### src/sv/assert_macros.svh
// ============================================================================
// Assertion macros
// Shared concurrent assertion forms, clocked on i_clk and idle during reset.
// ============================================================================
`ifndef ASSERT_MACROS_SVH
`define ASSERT_MACROS_SVH

// Same-cycle implication.
`define ASSERT_IMPL(label, ante, cons, msg) \
    label: assert property (@(posedge i_clk) disable iff (!i_rst_n) (ante) |-> (cons)) \
        else $error(msg);

// Next-cycle implication.
`define ASSERT_NEXT(label, ante, cons, msg) \
    label: assert property (@(posedge i_clk) disable iff (!i_rst_n) (ante) |=> (cons)) \
        else $error(msg);

`endif

### src/sv/tlbat_pkg.sv
// ============================================================================
// TLB address translator package
// Widths, entry and control types, and the state encoding of the translator.
// ============================================================================
package tlbat_pkg;

    localparam int VA_W        = 16;
    localparam int PAGE_BITS   = 8;
    localparam int OFFSET_BITS = 8;
    localparam int TLB_DEPTH   = 16;
    localparam int FRAME_W     = 8;
    localparam int TAG_W       = 8;
    localparam int FREE_W      = 9;
    localparam int NUM_PAGES   = 1 << PAGE_BITS;

    typedef logic [PAGE_BITS-1:0]   t_page;
    typedef logic [OFFSET_BITS-1:0] t_offset;
    typedef logic [FRAME_W-1:0]     t_frame;
    typedef logic [TAG_W-1:0]       t_tag;

    // One TLB entry as held by a cell.
    typedef struct packed {
        logic   valid;
        t_tag   tag;
        t_frame frame;
    } t_tlb_entry;

    // Lookup result rippling from the oldest cell toward the newest.
    typedef struct packed {
        logic   hit;
        t_frame frame;
    } t_tlb_carry;

    // Update command broadcast to every cell.
    typedef struct packed {
        logic   update;
        logic   hit;
        logic   full;
        t_tag   tag;
        t_frame frame;
    } t_tlb_ctrl;

    // Page table read request or allocation request.
    typedef struct packed {
        logic  en;
        t_page page;
    } t_pt_req;

    typedef enum logic {
        S_IDLE,
        S_LOOK
    } t_state;

endpackage

### src/sv/tlbat_cell.sv
// ============================================================================
// TLB cell
// One LRU-ordered TLB entry: compares its tag, passes the lookup result on,
// and on update either takes its newer neighbor's entry or the new entry.
// ============================================================================
module tlbat_cell
    import tlbat_pkg::*;
(
    input  logic       i_clk,
    input  logic       i_rst_n,
    input  t_tlb_ctrl  i_ctrl,
    input  t_tag       i_look_tag,
    input  t_tlb_carry i_carry,
    output t_tlb_carry o_carry,
    input  logic       i_prev_valid,
    input  t_tlb_entry i_next,
    output t_tlb_entry o_entry
);

    logic       r_valid;
    t_tag       r_tag;
    t_frame     r_frame;
    logic       match;
    logic       is_tail;
    logic       is_free_head;
    logic       do_shift;
    logic       do_load;

    assign match        = r_valid && (r_tag == i_look_tag);
    assign is_tail      = r_valid && !i_next.valid;
    assign is_free_head = !r_valid && i_prev_valid;

    assign o_carry.hit   = i_carry.hit || match;
    assign o_carry.frame = match ? r_frame : i_carry.frame;

    // Entries behind a hit, or all entries on a miss into a full TLB, move one
    // place toward the oldest end; the tail (or first free cell) takes the new entry.
    assign do_shift = i_ctrl.update && !is_tail
                      && ((i_ctrl.hit && o_carry.hit) || (!i_ctrl.hit && i_ctrl.full));
    assign do_load  = i_ctrl.update
                      && ((i_ctrl.hit || i_ctrl.full) ? is_tail : is_free_head);

    always_ff @(posedge i_clk) begin
        if (!i_rst_n) begin
            r_valid <= 1'b0;
        end else if (do_load) begin
            r_valid <= 1'b1;
        end
    end

    always_ff @(posedge i_clk) begin
        if (do_load) begin
            r_tag   <= i_ctrl.tag;
            r_frame <= i_ctrl.frame;
        end else if (do_shift) begin
            r_tag   <= i_next.tag;
            r_frame <= i_next.frame;
        end
    end

    assign o_entry.valid = r_valid;
    assign o_entry.tag   = r_tag;
    assign o_entry.frame = r_frame;

endmodule

### src/sv/tlbat_page_table.sv
// ============================================================================
// Page table
// Frame map memory with registered read, presence bits and the frame allocator.
// ============================================================================
module tlbat_page_table
    import tlbat_pkg::*;
(
    input  logic    i_clk,
    input  logic    i_rst_n,
    input  t_pt_req i_rd,
    output logic    o_present,
    output t_frame  o_frame,
    input  t_pt_req i_alloc,
    output t_frame  o_free_frame
);

    t_frame                r_map [NUM_PAGES];
    logic [NUM_PAGES-1:0]  r_present;
    logic [FREE_W-1:0]     r_next_free;
    logic                  r_present_q;
    t_frame                r_frame_q;

    assign o_free_frame = r_next_free[FRAME_W-1:0];

    always_ff @(posedge i_clk) begin
        if (i_alloc.en) begin
            r_map[i_alloc.page] <= o_free_frame;
        end
        if (i_rd.en) begin
            r_frame_q <= r_map[i_rd.page];
        end
    end

    always_ff @(posedge i_clk) begin
        if (!i_rst_n) begin
            r_present   <= '0;
            r_next_free <= '0;
            r_present_q <= 1'b0;
        end else begin
            if (i_alloc.en) begin
                r_present[i_alloc.page] <= 1'b1;
                r_next_free             <= r_next_free + FREE_W'(1);
            end
            if (i_rd.en) begin
                r_present_q <= r_present[i_rd.page];
            end
        end
    end

    assign o_present = r_present_q;
    assign o_frame   = r_frame_q;

endmodule

### src/sv/tlb_lru_address_translator.sv
// ============================================================================
// TLB LRU address translator
// Translates a virtual address through an LRU-ordered TLB and a demand-paged
// page table, allocating frames in order on a page fault.
// ============================================================================
//
//  Channel | Direction | Handshake                  | Beat payload
//  --------+-----------+----------------------------+---------------------------------
//  in      | into      | i_in_valid / o_in_stall    | i_virtual_address
//  out     | out of    | o_out_valid / i_out_stall  | o_physical_address, o_frame_number,
//          |           |                            | o_tlb_hit, o_page_fault, o_fetch_page
//
// For each beat, the accept cycle launches the page table memory read while the
// address is registered, and the S_LOOK state resolves the TLB chain,
// commits the LRU update and page allocation, and loads the output register.
// The next input beat is taken right after, even while the result still waits.
// A stalled output register holds the block in S_LOOK until it drains.
// Reset is synchronous and active low; it empties the TLB, clears all page
// presence bits and restarts frame allocation at frame zero.
//
// The TLB is a row of cells, oldest entry at cell 0. The lookup result ripples
// from cell 0 upward. On update the hit cell and those above it, or all cells on a
// full miss, shift down; the tail or first free cell takes the entry just used.
module tlb_lru_address_translator
    import tlbat_pkg::*;
(
    input  logic              i_clk,
    input  logic              i_rst_n,
    input  logic              i_in_valid,
    output logic              o_in_stall,
    input  logic [VA_W-1:0]   i_virtual_address,
    output logic              o_out_valid,
    input  logic              i_out_stall,
    output logic [VA_W-1:0]   o_physical_address,
    output logic [FRAME_W-1:0] o_frame_number,
    output logic              o_tlb_hit,
    output logic              o_page_fault,
    output logic [TAG_W-1:0]  o_fetch_page
);

`include "assert_macros.svh"

    t_state            r_state;
    t_state            n_state;
    logic [VA_W-1:0]   r_va;
    logic              accept_in;
    logic              commit;

    // Output register.
    logic              r_out_valid;
    logic [VA_W-1:0]   r_phys;
    t_frame            r_frame;
    logic              r_hit;
    logic              r_fault;
    t_tag              r_fetch;

    // Lookup of the held address.
    t_page             look_page;
    t_offset           look_offset;
    t_tag              look_tag;
    logic              hit;
    logic              fault;
    t_frame            frame;

    // Page table interface.
    t_pt_req           pt_rd;
    t_pt_req           pt_alloc;
    logic              pt_present;
    t_frame            pt_frame;
    t_frame            free_frame;

    // TLB chain.
    t_tlb_ctrl         tlb_ctrl;
    t_tlb_entry        tlb_ent   [TLB_DEPTH];
    t_tlb_carry        tlb_carry [TLB_DEPTH+1];
    logic [TLB_DEPTH-1:0] tlb_valid;

    // ------------------------------------------------------------------
    // Control: one beat in flight; the S_LOOK state waits for room in the
    // output register before committing anything.
    // ------------------------------------------------------------------
    assign o_in_stall = (r_state == S_LOOK);
    assign accept_in  = i_in_valid && !o_in_stall;
    assign commit     = (r_state == S_LOOK) && (!r_out_valid || !i_out_stall);

    always_ff @(posedge i_clk) begin
        if (!i_rst_n) begin
            r_state <= S_IDLE;
        end else begin
            r_state <= n_state;
        end
    end

    always_comb begin
        n_state = r_state;
        unique case (r_state)
            S_IDLE: begin
                if (accept_in) begin
                    n_state = S_LOOK;
                end
            end
            S_LOOK: begin
                if (commit) begin
                    n_state = S_IDLE;
                end
            end
            default: begin
                n_state = S_IDLE;
            end
        endcase
    end

    always_ff @(posedge i_clk) begin
        if (accept_in) begin
            r_va <= i_virtual_address;
        end
    end

    // ------------------------------------------------------------------
    // Page table: read at accept, allocate at commit on a fault.
    // ------------------------------------------------------------------
    assign pt_rd.en   = accept_in;
    assign pt_rd.page = i_virtual_address[OFFSET_BITS +: PAGE_BITS];

    assign look_page   = r_va[OFFSET_BITS +: PAGE_BITS];
    assign look_offset = r_va[OFFSET_BITS-1:0];
    assign look_tag    = TAG_W'(look_page);

    tlbat_page_table u_page_table (
        .i_clk        (i_clk),
        .i_rst_n      (i_rst_n),
        .i_rd         (pt_rd),
        .o_present    (pt_present),
        .o_frame      (pt_frame),
        .i_alloc      (pt_alloc),
        .o_free_frame (free_frame)
    );

    // ------------------------------------------------------------------
    // TLB cell row. The newest neighbor of the last cell is an empty slot,
    // and the cell before cell 0 counts as occupied.
    // ------------------------------------------------------------------
    assign tlb_carry[0].hit   = 1'b0;
    assign tlb_carry[0].frame = '0;

    for (genvar k = 0; k < TLB_DEPTH; k++) begin : g_cell
        t_tlb_entry next_ent;
        logic       prev_valid;

        if (k == TLB_DEPTH - 1) begin : g_last
            assign next_ent = '0;
        end else begin : g_mid
            assign next_ent = tlb_ent[k+1];
        end

        if (k == 0) begin : g_first
            assign prev_valid = 1'b1;
        end else begin : g_rest
            assign prev_valid = tlb_ent[k-1].valid;
        end

        tlbat_cell u_cell (
            .i_clk        (i_clk),
            .i_rst_n      (i_rst_n),
            .i_ctrl       (tlb_ctrl),
            .i_look_tag   (look_tag),
            .i_carry      (tlb_carry[k]),
            .o_carry      (tlb_carry[k+1]),
            .i_prev_valid (prev_valid),
            .i_next       (next_ent),
            .o_entry      (tlb_ent[k])
        );

        assign tlb_valid[k] = tlb_ent[k].valid;
    end

    // ------------------------------------------------------------------
    // Resolution: TLB first, then the page table, else a fresh frame.
    // ------------------------------------------------------------------
    assign hit   = tlb_carry[TLB_DEPTH].hit;
    assign fault = !hit && !pt_present;

    always_comb begin
        priority if (hit) begin
            frame = tlb_carry[TLB_DEPTH].frame;
        end else if (pt_present) begin
            frame = pt_frame;
        end else begin
            frame = free_frame;
        end
    end

    assign tlb_ctrl.update = commit;
    assign tlb_ctrl.hit    = hit;
    assign tlb_ctrl.full   = tlb_ent[TLB_DEPTH-1].valid;
    assign tlb_ctrl.tag    = look_tag;
    assign tlb_ctrl.frame  = frame;

    assign pt_alloc.en   = commit && fault;
    assign pt_alloc.page = look_page;

    // ------------------------------------------------------------------
    // Output register: takes a result while empty or while it drains.
    // ------------------------------------------------------------------
    always_ff @(posedge i_clk) begin
        if (!i_rst_n) begin
            r_out_valid <= 1'b0;
        end else if (commit) begin
            r_out_valid <= 1'b1;
        end else if (!i_out_stall) begin
            r_out_valid <= 1'b0;
        end
    end

    always_ff @(posedge i_clk) begin
        if (commit) begin
            r_phys  <= VA_W'({frame, look_offset});
            r_frame <= frame;
            r_hit   <= hit;
            r_fault <= fault;
            r_fetch <= fault ? look_tag : '0;
        end
    end

    assign o_out_valid        = r_out_valid;
    assign o_physical_address = r_phys;
    assign o_frame_number     = r_frame;
    assign o_tlb_hit          = r_hit;
    assign o_page_fault       = r_fault;
    assign o_fetch_page       = r_fetch;

    // ------------------------------------------------------------------
    // Assertions
    // ------------------------------------------------------------------
    // Valid TLB entries always fill the row from the oldest end.
    `ASSERT_IMPL(a_tlb_packed, 1'b1, ((tlb_valid >> 1) & ~tlb_valid) == '0, "TLB valid gap")
    // A committed lookup always leaves a result in the output register.
    `ASSERT_NEXT(a_commit_out, commit, o_out_valid, "commit lost its result")
    // A TLB hit never also allocates a frame.
    `ASSERT_IMPL(a_hit_no_fault, o_out_valid, !(o_tlb_hit && o_page_fault), "hit with fault")
    // The page to fetch is zero unless the result is a fault.
    `ASSERT_IMPL(a_fetch_zero, o_out_valid && !o_page_fault, o_fetch_page == '0,
                 "fetch page without fault")

endmodule
### config.mk
export PLATFORM = sky130hd
export DESIGN_NAME = tlb_lru_address_translator
export DESIGN_NICKNAME = d
export VERILOG_FILES = /design/src/sv/tlbat_pkg.sv /design/src/sv/tlbat_cell.sv /design/src/sv/tlbat_page_table.sv /design/src/sv/tlb_lru_address_translator.sv
export VERILOG_INCLUDE_DIRS = /design/src /design/src/sv
export SDC_FILE = /design/constraint.sdc
export NUM_CORES = 2
export LEC_CHECK = 0
export ABC_AREA = 1
export BUFFER_PORTS_ARGS = -buffer_cell sky130_fd_sc_hd__buf_2
export CORE_UTILIZATION = 45
export CTS_BUF_LIST = sky130_fd_sc_hd__clkbuf_2 sky130_fd_sc_hd__clkbuf_4 sky130_fd_sc_hd__clkbuf_8
export DETAILED_ROUTE_END_ITERATION = 8
export PLACE_DENSITY = 0.56
export SYNTH_ARGS = -nofsm -noshare
export SYNTH_HDL_FRONTEND = slang
export SYNTH_SLANG_ARGS = --single-unit
### constraint.sdc
create_clock -name i_clk -period 5.96 [get_ports i_clk]
set_input_delay 1.192 -clock i_clk [delete_from_list [all_inputs] [get_ports i_clk]]
set_output_delay 1.192 -clock i_clk [all_outputs]
set_load 0.1 [all_outputs]
==> impl_metrics.toml <==
[final_layout]
fin_util = 0.5078
design_area_um2 = 122000
fin_cells = 13170
layout.nets = 9633
area_growth_syn_to_layout_pct = 12.31
drive_above_1_share = 0.1305

[route]
wl_per_cell_um = 25.41
post-route-drc-count = 0
ant_nets = 0
dr.pass1.iters = 8
via_count = 76490
via_per_inst = 5.808
drtIter0Drc = 9328
wirelength_um = 334600

[placed_design]
dp_hpwl_um = 198500
gp_congestion = 0.8826
dp_cells = 12360
place_area_um2 = 113000
io_buffers = 55

[clocking]
clk_latency_ps = 1150
path_clk_slew_ps = 60
cts_hold_buffers = 0
postCtsResizedCells = 0
tritoncts = "built"
cts_sinks = 2637
numCtsBuffers = 440
root_buffer = "clkbuf_8"
clockBufferDepth = 4
htree_levels = 5
post-cts-setup-buffers = 0

[yosys]
ys.flop_type = "edfxtp_1"
synth_nets = 9545
synth_area_um2 = 108700
synth-warning-count = 0
seq_area_frac_synth = 0.7027
synth_cells = 9524
post_synth_num_cell_types = 52
synth_area_per_cell_um2 = 11.41
synthArstFlopShare = 0
synth_edf_count = 2354
ys_ff_latch = 2637

[grt]
grt_overflow_total = 0
grt_max_degree = 203
grt_antenna_before_repair = 16
grt_usage = 0.2702
grt_pass1_vias = 73420
grt_pass1_wl_um = 490100

[sta]
fin_skew_ps = 92.52
fin_tns_setup_ps = 0
setup_viol = 0
post-route-period-util = 0.9154
fin_crit_ps = 5456
rsz0062_at_grt = "false"
holdWs_ps = 256.0
fmax_ghz = 0.1833
max_slew_margin = -0.01481
slew_viol_final = 12
finalHoldViolCount = 0
worst_pin_slew_ps = 1519

[power]
power_density_nw_per_um2 = 319.6
vdd.ir_drop.worst_mv = 0.2844
leakage_uw = 0.04287

[outcome]
failed_checks = "max-capacitance violations, max-slew violations"
status = "complete, but fails checks"

[worst_setup_path]
crit_fanout = 20
worstSetupPathType = "flip-flop to flip-flop"
end_kind = "flip-flop"
arrival_ps = 6210
cp.required_ps = 6710
start_kind = "flip-flop"

[die]
die_area_um2 = 243400
rows = 180
start_util = 0.4521
dieWidth_um = 493.4
die_h_um = 493.4
pin_count = 56
core_area_um2 = 240300

[run]
max-cap-violations = 1

[min_path]
min_path_type = "input pin to flip-flop"
-- routing by layer --
metal	wire [um]	track usage	share of wire	vias up
li1	-	-	-	34390
met2	153900	0.4238	0.46	3483
met4	11060	0.09373	0.033	6
met5	46	0	0.00014	-
met1	140800	0.3788	0.42	38000
met3	28880	0.04791	0.086	616
-- worst max-delay path, cell delays in order (launching register included) --
cell and delay [ps]:
edfxtp_1 690, inv_1 260, buf_4 280, o22ai_1 170, nor2_1 80, nand3_1 160, nor3_4 90, inv_2 160
nand4_2 180, nor2_2 140, nand4_1 250, nor2_1 190, nand2_1 130, inv_2 90, nand3_2 100, nor2_4 180
nand2_4 100, nor2_8 130, nand2_4 360, nor3_4 860, nand2_1 190, inv_1 320
-- layout make-up --
| type | instances | area, um2 |
|---|---|---|
| antenna | 9 | 22.52 |
| tap | 3185 | 3985 |
| clock inverter | 102 | 614.3 |
| clock buffer | 703 | 8393 |
| fill | 21150 | 118300 |
| multi-input combinational | 5786 | 28100 |
| inverter | 437 | 1667 |
| timing repair buffer | 310 | 2864 |
| sequential | 2637 | 76380 |
-- state kept, by name, summed over array words and instances, names as in the netlist, 8 cells and up --
register	cells
u_page_table.r_next_free	8
g_cell.u_cell.r_tag	128
u_page_table.r_present	256
o_fetch_page	8
u_page_table.r_map	2048
o_physical_address	16
u_page_table.o_frame	8
r_va	16
g_cell.u_cell.r_frame	128
g_cell.u_cell.r_valid	16
-- stage by stage --
stage	total power, uW	setup slack, ps
floorplan	21850	1048
global placement	22930	709.1
detailed placement	22950	630.9
CTS	39180	616.6
global route	40120	177.5
finish	39000	504.1
-- path summary, 6_finish.rpt --
path	from	endpoint	slack (ps)	cells past startpoint
max	r_va[9]	u_page_table.r_map[160][0]	500	21
min	i_virtual_address[5]	r_va[5]	260	1
max reg2reg	r_va[9]	u_page_table.r_map[160][0]	500	21
min reg2reg	r_va[4]	o_physical_address[4]	420	0
-- synthesized netlist by cell type, types with 4 or more instances --
library cell  count  area share
or2_2            50      0.0029
clkbuf_1        558       0.019
nor4_1           12     0.00069
or2_1             6     0.00035
nor3_2            4     0.00037
inv_1           326       0.011
nand3_2          13      0.0012
nor2_8            8      0.0015
o211ai_1         16      0.0011
dfxtp_1         283       0.052
nand2_1        1001       0.035
xnor2_1          20      0.0016
inv_2           103      0.0036
o21a_1          225       0.016
nand3_1          80      0.0037
o21ai_0        1666       0.077
nor2_1         1697       0.059
o31ai_1           6     0.00041
nand4_1          17     0.00098
o22ai_1         729       0.042
nor2_4            6     0.00062
nand2_2           4     0.00023
xor2_1           32      0.0026
buf_1            17     0.00059
buf_6             4     0.00041
a21oi_1         101      0.0047
clkinv_1          8     0.00028
o2111ai_1         6     0.00048
o32ai_1          38      0.0031
buf_2            59      0.0027
edfxtp_1       2354        0.65
nor2_2            7     0.00040
buf_4            25      0.0017
nor3_1           12     0.00055
-- kinds of logic (layout without fill, tap and decap cells) --
logic type / count (synthesis) / after routing / synth area share
compound gates: 2805 / 2805 / 0.1453
xor+xnor: 52 / 52 / 0.004192
fa+ha+maj: 1 / 1 / 0.0001151
buf+inv: 1101 / 1552 / 0.04000
flops: 2637 / 2637 / 0.7027
other cells: 0 / 9 / 0
simple gates: 2928 / 2928 / 0.1076
-- placed cells by master (no fill, tap or decap), types with 6 or more instances in the layout --
cell type	instances
edfxtp_1	2354
nor2_1	1682
o21ai_0	1657
nand2_1	1001
o22ai_1	729
clkbuf_8	498
inv_1	324
dfxtp_1	275
o21a_1	225
buf_4	206
clkbuf_4	205
inv_2	104
a21oi_1	101
nand3_1	80
clkinv_1	55
or2_2	50
buf_12	50
buf_2	49
o32ai_1	38
clkinv_2	36
xor2_1	32
nor2_4	21
xnor2_1	20
nand4_1	17
o211ai_1	16
nand3_2	13
nor4_1	12
nor3_1	12
o21ai_1	12
diode_2	9
nor2_8	8
dfxtp_4	8
nor2_2	7
o2111ai_1	6
or2_1	6
-- power by group --
part / leakage (uW) / internal (uW) / switching [uW] / total [uW]
logic: 0.0146 / 592 / 1930 / 2530
clock network: 0.00484 / 9100 / 7300 / 16400
registers: 0.0234 / 20000 / 47.8 / 20100
No activity file was read; power rests on OpenSTA's default activity.
